### config.mk
export PLATFORM = sky130hd
export DESIGN_NAME = rssi_median_signal_meter_unit
export DESIGN_NICKNAME = d
export VERILOG_FILES = /design/src/rtl/rssi_pkg.sv /design/src/rtl/rssi_median_signal_meter_unit.sv
export VERILOG_INCLUDE_DIRS = /design/src /design/src/rtl
export SDC_FILE = /design/constraint.sdc
export NUM_CORES = 1
export LEC_CHECK = 0
export ABC_AREA = 0
export BUFFER_PORTS_ARGS = -buffer_cell sky130_fd_sc_hd__buf_2
export CAP_MARGIN = 20
export CORE_MARGIN = 3
export CORE_UTILIZATION = 32
export DETAILED_ROUTE_END_ITERATION = 12
export SLEW_MARGIN = 10
export SYNTH_ARGS = -nofsm -noshare
export SYNTH_HDL_FRONTEND = slang
export SYNTH_SLANG_ARGS = --single-unit
### constraint.sdc
create_clock -name clk -period 6.95 [get_ports clk]
set_clock_uncertainty 0.2 [all_clocks]
set_input_delay 0.3475 -clock clk [delete_from_list [all_inputs] [get_ports clk]]
set_output_delay 0.3475 -clock clk [all_outputs]
set_load 0.01 [all_outputs]
### src/rtl/rssi_median_signal_meter_unit_assert.svh
// assertion helpers for the signal meter, compiled out when SYNTH is set
`ifndef RSSI_MEDIAN_SIGNAL_METER_UNIT_ASSERT_SVH
`define RSSI_MEDIAN_SIGNAL_METER_UNIT_ASSERT_SVH

`ifndef SYNTH
// same-cycle implication
`define RSSI_ASSERT_NOW(lbl, ante, cons, msg) \
  lbl: assert property (@(posedge clk) disable iff (!rst_n) (ante) |-> (cons)) \
    else $error(msg);
// next-cycle implication
`define RSSI_ASSERT_NEXT(lbl, ante, cons, msg) \
  lbl: assert property (@(posedge clk) disable iff (!rst_n) (ante) |=> (cons)) \
    else $error(msg);
`else
`define RSSI_ASSERT_NOW(lbl, ante, cons, msg)
`define RSSI_ASSERT_NEXT(lbl, ante, cons, msg)
`endif

`endif

### src/rtl/rssi_pkg.sv
package rssi_pkg;

  // register indexes
  localparam logic REG_IDLE = 1'b0;
  localparam logic REG_FULL = 1'b1;

  localparam logic [7:0] IDLE_RESET = 8'(110 >> 2);
  localparam logic [7:0] FULL_RESET = 8'(340 >> 2);
  localparam logic [6:0] PCT_MAX    = 7'd100;
  localparam int         DIV_STEPS  = 7;

  typedef struct packed {
    logic       func;
    logic [7:0] adc_sample;
  } in_word_t;

  typedef struct packed {
    logic [7:0] level;
    logic [6:0] signal_percent;
  } out_word_t;

  typedef enum logic {
    FUNC_SAMPLE = 1'b0,
    FUNC_EVAL   = 1'b1
  } func_t;

  typedef logic [2:0] pc_t;

  localparam pc_t PC_IDLE   = 3'd0;
  localparam pc_t PC_SORT   = 3'd1;
  localparam pc_t PC_MID    = 3'd2;
  localparam pc_t PC_SETUP  = 3'd3;
  localparam pc_t PC_DIV    = 3'd4;
  localparam pc_t PC_FINISH = 3'd5;

  typedef enum logic [2:0] {
    OP_NOP,
    OP_IDLE,
    OP_SORT,
    OP_MID,
    OP_SETUP,
    OP_DIV,
    OP_FINISH
  } op_t;

  typedef enum logic [2:0] {
    COND_ALWAYS,   // go to target
    COND_START,    // go to target when an evaluate word is taken
    COND_LOOP,     // repeat until the step counter ends, then target
    COND_DECIDED,  // target if percent settled without dividing, else next
    COND_OUT_FREE  // go to target once the result register is free
  } cond_t;

  typedef struct packed {
    op_t   op;
    cond_t cond;
    pc_t   target;
  } cw_t;

  localparam cw_t UCODE [8] = '{
    '{op: OP_IDLE,   cond: COND_START,    target: PC_SORT},
    '{op: OP_SORT,   cond: COND_LOOP,     target: PC_MID},
    '{op: OP_MID,    cond: COND_ALWAYS,   target: PC_SETUP},
    '{op: OP_SETUP,  cond: COND_DECIDED,  target: PC_FINISH},
    '{op: OP_DIV,    cond: COND_LOOP,     target: PC_FINISH},
    '{op: OP_FINISH, cond: COND_OUT_FREE, target: PC_IDLE},
    '{op: OP_NOP,    cond: COND_ALWAYS,   target: PC_IDLE},
    '{op: OP_NOP,    cond: COND_ALWAYS,   target: PC_IDLE}
  };

endpackage

### src/rtl/rssi_median_signal_meter_unit.sv
// signal meter: median of a ring of converter samples, shown as a percent
//
// in channel (in_valid/in_ready/in_word): func 0 stores adc_sample in the
// ring and advances the write index, func 1 evaluates the ring. a sample
// word gives no result. an evaluate word starts a small
// microcoded sequencer: SAMPLE_COUNT odd-even compare-exchange passes over
// the ring, a step for the middle average, a step for the percent setup,
// 7 restoring division steps when the percent needs them, one finish step.
// no new in word is taken until the finish step has posted the out word.
// out channel (out_valid/out_ready/out_word): one word per evaluation with
// level and signal_percent, held in an output register. while that word
// waits, sample words and a following evaluation are still taken; only the
// finish step of the next evaluation waits for the register to drain.
// the finish step clears the ring and the write index.
// cfg port: cfg_we writes cfg_wdata to idle (index 0) or full (index 1).
// reset (synchronous, rst_n low) clears ring, index, sequencer and output
// valid, and loads idle 27 and full 85.
`include "rssi_median_signal_meter_unit_assert.svh"

module rssi_median_signal_meter_unit
  import rssi_pkg::*;
#(
  parameter int SAMPLE_COUNT = 8
) (
  input  logic      clk,
  input  logic      rst_n,
  input  logic      in_valid,
  output logic      in_ready,
  input  in_word_t  in_word,
  output logic      out_valid,
  input  logic      out_ready,
  output out_word_t out_word,
  input  logic      cfg_we,
  input  logic      cfg_index,
  input  logic [7:0] cfg_wdata
);

  localparam int IDX_W  = $clog2(SAMPLE_COUNT);
  localparam int CNT_W  = ($clog2(SAMPLE_COUNT) > 3) ? $clog2(SAMPLE_COUNT) : 3;
  localparam int MID_LO = (SAMPLE_COUNT - 1) / 2;
  localparam int MID_HI = SAMPLE_COUNT / 2;

  // configuration
  logic [7:0] idle_r, full_r;

  // sample ring, sorted in place during evaluation
  logic [7:0]       ring_r   [SAMPLE_COUNT];
  logic [7:0]       ring_nxt [SAMPLE_COUNT];
  logic [IDX_W-1:0] widx_r, widx_nxt;

  // sequencer
  pc_t        pc_r, pc_nxt;
  cw_t        cw;
  logic [CNT_W-1:0] cnt_r, cnt_nxt;
  logic       cnt_done;

  // datapath
  logic [7:0] level_r, level_nxt;
  logic [6:0] q_r, q_nxt;
  logic [7:0] rem_r, rem_nxt;
  logic [7:0] den_r, den_nxt;
  logic [6:0] numlo_r, numlo_nxt;
  logic       decided;

  logic       out_valid_r, out_valid_nxt;
  out_word_t  out_word_r, out_word_nxt;

  logic       in_acc;
  logic       out_free;

  // setup and divider helpers
  logic [8:0]  mid_sum;
  logic [7:0]  a_w, diff_w;
  logic [14:0] num_w;
  logic [8:0]  trial_w;

  assign cw       = UCODE[pc_r];
  assign in_ready = (cw.op == OP_IDLE);
  assign in_acc   = in_valid && in_ready;
  assign out_free = !out_valid_r || out_ready;
  assign out_valid = out_valid_r;
  assign out_word  = out_word_r;

  assign cnt_done = (cw.op == OP_SORT) ? (cnt_r == CNT_W'(SAMPLE_COUNT - 1))
                                       : (cnt_r == CNT_W'(DIV_STEPS - 1));

  assign mid_sum = {1'b0, ring_r[MID_LO]} + {1'b0, ring_r[MID_HI]};
  assign a_w     = (level_r < idle_r) ? idle_r : level_r;
  assign diff_w  = a_w - idle_r;
  assign num_w   = 15'(diff_w) * 15'(PCT_MAX);
  assign trial_w = {rem_r, numlo_r[6]};

  // settled without a division: zero level, degenerate range or saturation
  assign decided = (level_r == 8'd0) || (full_r <= idle_r) || (a_w >= full_r);

  always_comb begin
    pc_nxt        = pc_r;
    cnt_nxt       = cnt_r;
    widx_nxt      = widx_r;
    ring_nxt      = ring_r;
    level_nxt     = level_r;
    q_nxt         = q_r;
    rem_nxt       = rem_r;
    den_nxt       = den_r;
    numlo_nxt     = numlo_r;
    out_valid_nxt = out_valid_r && !out_ready;
    out_word_nxt  = out_word_r;

    case (cw.op)
      OP_IDLE: begin
        if (in_acc && (in_word.func == FUNC_SAMPLE)) begin
          ring_nxt[widx_r] = in_word.adc_sample;
          widx_nxt = (widx_r == IDX_W'(SAMPLE_COUNT - 1)) ? '0 : widx_r + 1'b1;
        end
      end
      OP_SORT: begin
        // odd-even transposition pass, larger value to the lower index
        for (int j = 0; j < SAMPLE_COUNT - 1; j++) begin
          if ((j % 2) == int'(cnt_r[0]) && (ring_r[j] < ring_r[j+1])) begin
            ring_nxt[j]   = ring_r[j+1];
            ring_nxt[j+1] = ring_r[j];
          end
        end
      end
      OP_MID: begin
        level_nxt = mid_sum[8:1];
      end
      OP_SETUP: begin
        if (level_r == 8'd0) begin
          q_nxt = '0;
        end else if (full_r <= idle_r) begin
          q_nxt = (level_r > idle_r) ? PCT_MAX : '0;
        end else if (a_w >= full_r) begin
          q_nxt = PCT_MAX;
        end else begin
          // quotient stays below 100, so the top bits are already below den
          q_nxt     = '0;
          rem_nxt   = num_w[14:7];
          numlo_nxt = num_w[6:0];
          den_nxt   = full_r - idle_r;
        end
      end
      OP_DIV: begin
        if (trial_w >= {1'b0, den_r}) begin
          rem_nxt = 8'(trial_w - {1'b0, den_r});
          q_nxt   = {q_r[5:0], 1'b1};
        end else begin
          rem_nxt = trial_w[7:0];
          q_nxt   = {q_r[5:0], 1'b0};
        end
        numlo_nxt = {numlo_r[5:0], 1'b0};
      end
      OP_FINISH: begin
        if (out_free) begin
          out_valid_nxt = 1'b1;
          out_word_nxt  = '{level: level_r, signal_percent: q_r};
          for (int k = 0; k < SAMPLE_COUNT; k++) begin
            ring_nxt[k] = '0;
          end
          widx_nxt = '0;
        end
      end
      default: begin
      end
    endcase

    // step counter runs only inside loop steps
    if (cw.cond == COND_LOOP) begin
      cnt_nxt = cnt_done ? '0 : cnt_r + 1'b1;
    end

    case (cw.cond)
      COND_ALWAYS:   pc_nxt = cw.target;
      COND_START:    if (in_acc && (in_word.func == FUNC_EVAL)) pc_nxt = cw.target;
      COND_LOOP:     if (cnt_done) pc_nxt = cw.target;
      COND_DECIDED:  pc_nxt = decided ? cw.target : pc_r + 1'b1;
      COND_OUT_FREE: if (out_free) pc_nxt = cw.target;
      default:       pc_nxt = PC_IDLE;
    endcase
  end

  always_ff @(posedge clk) begin
    if (!rst_n) begin
      pc_r        <= PC_IDLE;
      cnt_r       <= '0;
      widx_r      <= '0;
      out_valid_r <= 1'b0;
      idle_r      <= IDLE_RESET;
      full_r      <= FULL_RESET;
      for (int k = 0; k < SAMPLE_COUNT; k++) begin
        ring_r[k] <= '0;
      end
    end else begin
      pc_r        <= pc_nxt;
      cnt_r       <= cnt_nxt;
      widx_r      <= widx_nxt;
      out_valid_r <= out_valid_nxt;
      ring_r      <= ring_nxt;
      if (cfg_we && (cfg_index == REG_IDLE)) begin
        idle_r <= cfg_wdata;
      end
      if (cfg_we && (cfg_index == REG_FULL)) begin
        full_r <= cfg_wdata;
      end
    end
  end

  // payload, no reset
  always_ff @(posedge clk) begin
    level_r    <= level_nxt;
    q_r        <= q_nxt;
    rem_r      <= rem_nxt;
    den_r      <= den_nxt;
    numlo_r    <= numlo_nxt;
    out_word_r <= out_word_nxt;
  end

  `RSSI_ASSERT_NOW(a_pct_range, out_valid, out_word.signal_percent <= PCT_MAX, "percent above 100")
  `RSSI_ASSERT_NOW(a_div_rem, pc_r == PC_DIV, rem_r < den_r, "divider remainder not below divisor")
  `RSSI_ASSERT_NEXT(a_clear, (pc_r == PC_FINISH) && out_free, (widx_r == '0) && out_valid, "finish did not clear index or post result")

endmodule
==> results of run 1 <==
cell usage in the layout (no fill, tap or decap), types with 21 or more instances in the layout:
cell                       instances
sky130_fd_sc_hd__nand2_1          86
sky130_fd_sc_hd__ha_1            131
sky130_fd_sc_hd__a21oi_1          58
sky130_fd_sc_hd__o21ai_0          58
sky130_fd_sc_hd__nor2_1           92
sky130_fd_sc_hd__inv_1           113
sky130_fd_sc_hd__nor3_1           23
sky130_fd_sc_hd__buf_2            39
sky130_fd_sc_hd__a221oi_1         39
sky130_fd_sc_hd__edfxtp_1         51
sky130_fd_sc_hd__dfxtp_1          90
sky130_fd_sc_hd__nor2b_1          21
sky130_fd_sc_hd__a211oi_1         34
what timing repair did:
action	4_1_cts	5_1_grt
setup endpoints to repair	0	0
endpoints found under the hold margin	16	0
setup buffers	0	0
hold buffers	8	0
synthesized netlist by cell type (19+ instances only):
library cell	count	area, µm²
sky130_fd_sc_hd__a21oi_1	58	290.3
sky130_fd_sc_hd__a221oi_1	39	341.6
sky130_fd_sc_hd__a211oi_1	34	255.2
sky130_fd_sc_hd__nand2_1	86	322.8
sky130_fd_sc_hd__ha_1	131	1639
sky130_fd_sc_hd__dfxtp_1	90	1802
sky130_fd_sc_hd__inv_1	113	424.2
sky130_fd_sc_hd__o21ai_0	58	290.3
sky130_fd_sc_hd__nor3_1	23	115.1
sky130_fd_sc_hd__nor2_1	92	345.3
sky130_fd_sc_hd__edfxtp_1	51	1531
sky130_fd_sc_hd__o211ai_1	19	142.6
sky130_fd_sc_hd__buf_2	19	95.09
sky130_fd_sc_hd__nor2b_1	21	131.4
sky130_fd_sc_hd__nand4_1	19	118.9
final cells by class:
| cell class | instances | area [µm²] | area share |
|---|---|---|---|
| multi-input combinational | 857 | 6415 | 0.5518 |
| tap | 435 | 544.3 | 0.04682 |
| clock buffer | 20 | 436.7 | 0.03756 |
| timing repair buffer | 53 | 325.3 | 0.02798 |
| sequential | 141 | 3333 | 0.2867 |
| clock inverter | 12 | 146.4 | 0.01259 |
| inverter | 113 | 424.2 | 0.03649 |
routing by layer:
metal,global-route usage,share of wire,routed length (µm)
met1,0.2300,0.48,13750
met2,0.2691,0.45,13070
met3,0.03053,0.045,1304
met4,0.05153,0.022,618
met5,0,0,0
worst max-delay path, stage by stage (launching register included):
cell and delay (ns):
sky130_fd_sc_hd__dfxtp_1 0.42, sky130_fd_sc_hd__inv_1 0.14, sky130_fd_sc_hd__ha_1 0.33, sky130_fd_sc_hd__nor2b_1 0.13, sky130_fd_sc_hd__o211ai_1 0.16, sky130_fd_sc_hd__a21o_1 0.17
sky130_fd_sc_hd__nand2_1 0.28, sky130_fd_sc_hd__mux2i_1 0.23, sky130_fd_sc_hd__ha_1 0.24, sky130_fd_sc_hd__fa_1 0.40, sky130_fd_sc_hd__nor2b_1 0.13, sky130_fd_sc_hd__o21ai_0 0.08
sky130_fd_sc_hd__nand2b_1 0.11, sky130_fd_sc_hd__xor2_1 0.28, sky130_fd_sc_hd__ha_1 0.29, sky130_fd_sc_hd__ha_1 0.28, sky130_fd_sc_hd__inv_1 0.05, sky130_fd_sc_hd__fa_1 0.52
sky130_fd_sc_hd__inv_1 0.04, sky130_fd_sc_hd__ha_1 0.32, sky130_fd_sc_hd__inv_1 0.12, sky130_fd_sc_hd__o21ai_0 0.13, sky130_fd_sc_hd__a2111oi_0 0.51, sky130_fd_sc_hd__nor3_1 0.15
sky130_fd_sc_hd__xnor2_1 0.15, sky130_fd_sc_hd__o21ai_0 0.09
per-stage QoR:
| stage | setup slack (ns) | hold WS, ns |
|---|---|---|
| 2_1_floorplan | 1.450 | 0.2003 |
| 3_3_place_gp | 1.009 | 0.2033 |
| 3_5_place_dp | 0.7963 | 0.2045 |
| 4_1_cts | 0.7601 | 0.1092 |
| 5_1_grt | 0.2867 | 0.1205 |
| 6_report | 0.7113 | 0.1224 |
logic make-up (layout without fill, tap and decap cells):
kind of cell | count (synthesis) | in the layout | share of synthesized area
buffers and inverters | 158 | 198 | 0.06166
xor gates and xnor gates | 29 | 29 | 0.02445
DFF | 141 | 141 | 0.3208
muxes | 11 | 11 | 0.01084
AOI/OAI and AO/OA | 345 | 345 | 0.2491
adders and majority gates | 138 | 138 | 0.1713
and+or+nand+nor | 334 | 334 | 0.1619
worst paths after layout:
kind | startpoint | to | slack (ns) | cells after the start
setup / recovery | idle_r[1] | rem_r[7] | 0.71 | 25
hold / removal | cfg_we | full_r[1] | 0.12 | 4
setup reg to reg | idle_r[1] | rem_r[7] | 0.71 | 25
hold reg to reg | q_r[6] | out_word[6] | 0.22 | 0
==> reports/results.env, run 1 <==
RUN_STATUS='finished, final reports clean'
CTS_BUFFERS=17
AREAGROWTHSYNTHTOFINISH_PCT=11.90
CLOCK.FMAX_GHz=0.1603
CLOCK-SINKS=141
TNS_NS=0
PLACE.DETAILED.HPWL_MM=22.19
ASYNCSETRESETFLOPFRACSYNTH=0
DIE-AREA_UM2=34660
FILLER_CELL_COUNT=3221
ROWS=65
DIODES=0
CRITICAL_PATH_ENDPOINT_CATEGORY='register'
SYNTH.AVG_CELL_AREA_UM2=8.987
HOLDCRITPATHCLASS='input port to register'
SYNTH_SEQ_AREA_SHARE=0.3208
DP_CELLS=1589
PATH_CLK_SLEW_NS=0.06
PATH_MAX_FANOUT=16
DRTANTENNAVIOLNETS=0
MAX_CAP_VIOLATIONS=0
CRIT_ARRIVAL_NS=6.19
CTS_HTREE_LEVELS=4
CRIT_START_CATEGORY='register'
FIN_CELLS=1631
SYNTHESIS.AREA_UM2=10390
FINAL-MAX-SLEW-VIOLATION-COUNT=0
RSZ0062_AT_GRT='no'
POST_SYNTHESIS_SEQUENTIAL_ELEMENT_COUNT=141
TRITONCTS='done'
VIAS_IN_THE_FIRST_GLOBAL_ROUTE=8621
FLOORPLAN.IO_PINS=40
GRT_MAX_DEGREE=45
SYN_NETS=1317
DRT_PRE_ANTENNA_ITERS=6
CTSRESIZECOUNT=0
DIE_W_UM=186.2
DETAIL_ROUTE.VIAS_PER_CELL=5.401
ROOT_BUFFER='sky130_fd_sc_hd__clkbuf_16'
GLOBAL_ROUTE_WIRE_LENGTH_BEFORE_REPAIR_MM=45.95
VIAS=8809
GRT_USAGE=0.1675
POST-ROUTE-MIN-PERIOD_NS=6.239
FINAL_NET_COUNT=1344
ROUTED_WIRE_LENGTH_MM=28.74
FINAL-SETUP-VIOL-COUNT=0
SYNTHDISTINCTLIBCELLS=88
PATH_CLASS='register to register'
SLEW_HEADROOM=0.3885
WIRE_PER_INST_UM=17.62
SYNTH-MAIN-FF-CELL='sky130_fd_sc_hd__dfxtp_1'
PLACE.GP.CONGESTION=0.9295
COUNT_OF_FINAL_HOLD_CHECK_VIOLATIONS=0
DRCVIOLATIONCOUNT=0
FIRST_ITER_VIOLATIONS=668
PLACED_CELL_AREA_UM2=10940
INITIAL_ANTENNA_VIOLATION_COUNT=0
POSTLAYOUTCOREUTIL=0.3656
CORE_FOOTPRINT_UM2=31800
MAX-CLOCK-PATH-BUFFERS=2
GRT-OVFL-TOTAL=0
EFFECTIVE_UTILIZATION_AT_FLOORPLAN=0.3267
WORST_EP_REQUIRED_TIME_NS=6.90
SYNTH_ENABLE_FLOP_CELLS=51
PORT_BUFFERS=39
PERIOD_SHARE=0.8976
CLK_LATENCY_NS=0.42
POST_ROUTE_CELLS_DRIVE_ABOVE_1_SHARE=0.09030
MAX_SLEW.WORST_PIN.SLEW_NS=0.9154
STDCELL_AREA_UM2=11620
YOSYS_WARNINGS=0
POSTSYNTHCELLCOUNT=1156
CHIPHEIGHT_UM=186.2
Power of run 1 is not shown: default switching activity piles up to over one toggle a cycle in this logic, so the estimate is an artifact.
==> run 2, diff against run 1 <==
- CORE_MARGIN: 3 -> unset
- SLEW_MARGIN: 10 -> 20
==> run 2 against run 1 <==
Cell area down 0.11%. First-iteration DRC count down 11%. Register-to-register slack better by 0.11 ns. Worst hold slack worse by 0.0062 ns. Setup slack better by 0.11 ns. Critical path depth down 1. Maximum frequency up 1.8%. Wire length down 0.89%. Die area down 4.3%. Global-route usage up 0.73 points. Largest cell class unchanged.
==> reports/results.env, run 2 (synthesis gave the netlist of run 1 again) <==
PATH_CLASS='register to register'
CLK_LATENCY_NS=0.44  # +0.02 ns
PATH_MAX_FANOUT=16  # unchanged
INITIAL_ANTENNA_VIOLATION_COUNT=1  # +1
CLOCK-SINKS=141  # unchanged
MOST_FREQUENT_CELLS_IN_THE_LAYOUT='sky130_fd_sc_hd__ha_1, sky130_fd_sc_hd__inv_1, sky130_fd_sc_hd__nor2_1, sky130_fd_sc_hd__dfxtp_1, sky130_fd_sc_hd__nand2_1'
CRITICAL_PATH_ENDPOINT_CATEGORY='register'
PLACE.GP.CONGESTION=0.9220  # -0.81%
CTS_HTREE_LEVELS=4  # unchanged
VIAS=8917  # +1.2%
AREAGROWTHSYNTHTOFINISH_PCT=11.78
FINAL-SETUP-VIOL-COUNT=0  # unchanged
TRITONCTS='done'
CRITICAL_PATH_BUF_INV_COUNT=1  # -3
MIN_DELAY_PATH_DEPTH=4  # unchanged
CRITICAL_PATH_DEPTH=24  # -4.0%
RUN_STATUS='finished, final reports clean'
CRIT_START_CATEGORY='register'
POST-ROUTE-MIN-PERIOD_NS=6.127  # -0.1115 ns
CRIT_ARRIVAL_NS=6.09  # -0.10 ns
CRITICAL_PATH.MAX_STAGE_DELAY_NS=0.45  # -0.07 ns
CORE_FOOTPRINT_UM2=31720  # -0.26%
DRCVIOLATIONCOUNT=0  # unchanged
CPMOSTUSEDCELL='sky130_fd_sc_hd__ha_1'
LAYOUT.CELLS.MOST_COMMON='sky130_fd_sc_hd__ha_1'
ROWS=65  # unchanged
DETAIL_ROUTE.VIAS_PER_CELL=5.587  # +3.4%
ROOT_BUFFER='sky130_fd_sc_hd__clkbuf_16'
PERIOD_SHARE=0.8816  # -0.01604
GLOBAL_ROUTE_WIRE_LENGTH_BEFORE_REPAIR_MM=45.84  # -0.23%
PLACE.DETAILED.HPWL_MM=22.11  # -0.35%
DIE-AREA_UM2=33190  # -4.3%
FINAL-MAX-SLEW-VIOLATION-COUNT=0  # unchanged
FLOORPLAN.IO_PINS=40  # unchanged
RSZ0062_AT_GRT='no'
MAX_SLEW.WORST_PIN.SLEW_NS=0.9175  # +0.002038 ns
SLEW_HEADROOM=0.3837  # -0.004809
PATH_CLK_SLEW_NS=0.08  # +0.02 ns
CTS_BUFFERS=17  # unchanged
COUNT_OF_FINAL_HOLD_CHECK_VIOLATIONS=0  # unchanged
MAX_CAP_VIOLATIONS=0  # unchanged
GRT_USAGE=0.1748  # +0.007276
DRT_PRE_ANTENNA_ITERS=9  # +3
DIE_W_UM=182.2  # -2.1%
MAX-CLOCK-PATH-BUFFERS=2  # unchanged
WORST_EP_REQUIRED_TIME_NS=6.92  # +0.02 ns
DIODES=0  # unchanged
GRT_MAX_DEGREE=52  # +16%
POST_CTS_SETUP_INSERTS=0  # unchanged
FIRST_ITER_VIOLATIONS=593  # -11%
CP_CELL_SEQUENCE='inv_1 > ha_1 > nor2b_1 > o211ai_1 > a21o_1 > nand2_1 > mux2i_1 > ha_1 > fa_1 > nor2b_1 > o21ai_0 > nand2b_1 > a21o_1 > a21o_1 > xor2_1 > ha_1 > ha_1 > ha_1 > ha_1 > o21a_1 > a2111oi_0 > nor3_1 > xnor2_1 > o21ai_0'
DRTANTENNAVIOLNETS=0  # unchanged
FINAL_NET_COUNT=1342  # -0.15%
PORT_BUFFERS=39  # unchanged
WIRE_PER_INST_UM=17.85  # +1.3%
ROUTED_WIRE_LENGTH_MM=28.49  # -0.89%
CTS_HOLD_BUF=8  # unchanged
VIAS_IN_THE_FIRST_GLOBAL_ROUTE=8672  # +0.59%
POST_ROUTE_CELLS_DRIVE_ABOVE_1_SHARE=0.09464  # +0.004339
HOLDCRITPATHCLASS='input port to register'
CP_TOP_FAMILY='adder cells'
TNS_NS=0  # unchanged
GRT-OVFL-TOTAL=0  # unchanged
CLOCK.FMAX_GHz=0.1632  # +1.8%
CHIPHEIGHT_UM=182.2  # -2.1%
SLOWEST_STAGE='sky130_fd_sc_hd__a2111oi_0'
CTSRESIZECOUNT=0  # unchanged
R2R.WORST_PATH.CELLS=24  # -4.0%
EFFECTIVE_UTILIZATION_AT_FLOORPLAN=0.3275  # +0.0008377
-- run 2: changes by cell type in the layout (fill, tap and decap cells not counted), sizes merged --
cell,before,now
buf,44,43
clkinvlp,4,1
clkinv,5,6
inv,113,120
clkbuf,21,17
bufinv,3,1
-- run 2: per-stage QoR --
| stage | setup WS [ns] | utilization | hold slack (ns) | cell area, µm² | std cells |
|---|---|---|---|---|---|
| 2_1_floorplan | 1.450 | - | 0.2003 | 10390 | 1156 |
| 3_3_place_gp | 1.021 | 0.3437 | 0.2048 | 10900 | 1556 |
| 3_5_place_dp | 0.9027 | 0.3437 | 0.2045 | 10900 | 1556 |
| 4_1_cts | 0.8410 | 0.3659 | 0.1074 | 11600 | 1596 |
| 5_1_grt | 0.3083 | 0.3661 | 0.1152 | 11610 | 1596 |
| 6_report | 0.8228 | 0.3661 | 0.1162 | 11610 | 1596 |
-- run 2: area by class of cell --
type                            instances  area [µm²]
Clock buffer                           17       425.4
Clock inverter                         15       198.9
Fill cell                            3214       20110
Inverter                              113       424.2
Multi-Input combinational cell        857        6422
Sequential cell                       141        3333
Tap cell                              402       503.0
Timing Repair Buffer                   51       305.3
-- run 2: metal layers --
layer / share of wire / track usage
met1: 0.48 / 0.2350
met2: 0.45 / 0.2840
met3: 0.048 / 0.02754
met4: 0.023 / 0.05916
met5: 0 / 0
-- run 2: worst paths after layout --
check                 start          end  slack [ns]
setup / recovery  idle_r[1]     rem_r[7]        0.82
hold / removal       cfg_we    full_r[7]        0.12
setup reg to reg  idle_r[1]     rem_r[7]        0.82
hold reg to reg      q_r[6]  out_word[6]        0.22
-- run 2: worst reg2reg max path, stage by stage (launching register included) --
cell and delay, ns:
sky130_fd_sc_hd__dfxtp_1 0.42, sky130_fd_sc_hd__inv_1 0.13, sky130_fd_sc_hd__ha_1 0.33, sky130_fd_sc_hd__nor2b_1 0.13, sky130_fd_sc_hd__o211ai_1 0.17, sky130_fd_sc_hd__a21o_1 0.17
sky130_fd_sc_hd__nand2_1 0.26, sky130_fd_sc_hd__mux2i_1 0.23, sky130_fd_sc_hd__ha_1 0.25, sky130_fd_sc_hd__fa_1 0.41, sky130_fd_sc_hd__nor2b_1 0.12, sky130_fd_sc_hd__o21ai_0 0.08
sky130_fd_sc_hd__nand2b_1 0.12, sky130_fd_sc_hd__a21o_1 0.12, sky130_fd_sc_hd__a21o_1 0.15, sky130_fd_sc_hd__xor2_1 0.32, sky130_fd_sc_hd__ha_1 0.30, sky130_fd_sc_hd__ha_1 0.30
sky130_fd_sc_hd__ha_1 0.30, sky130_fd_sc_hd__ha_1 0.35, sky130_fd_sc_hd__o21a_1 0.14, sky130_fd_sc_hd__a2111oi_0 0.45, sky130_fd_sc_hd__nor3_1 0.14, sky130_fd_sc_hd__xnor2_1 0.17
sky130_fd_sc_hd__o21ai_0 0.10
Power of run 2 is left out for the same reason.
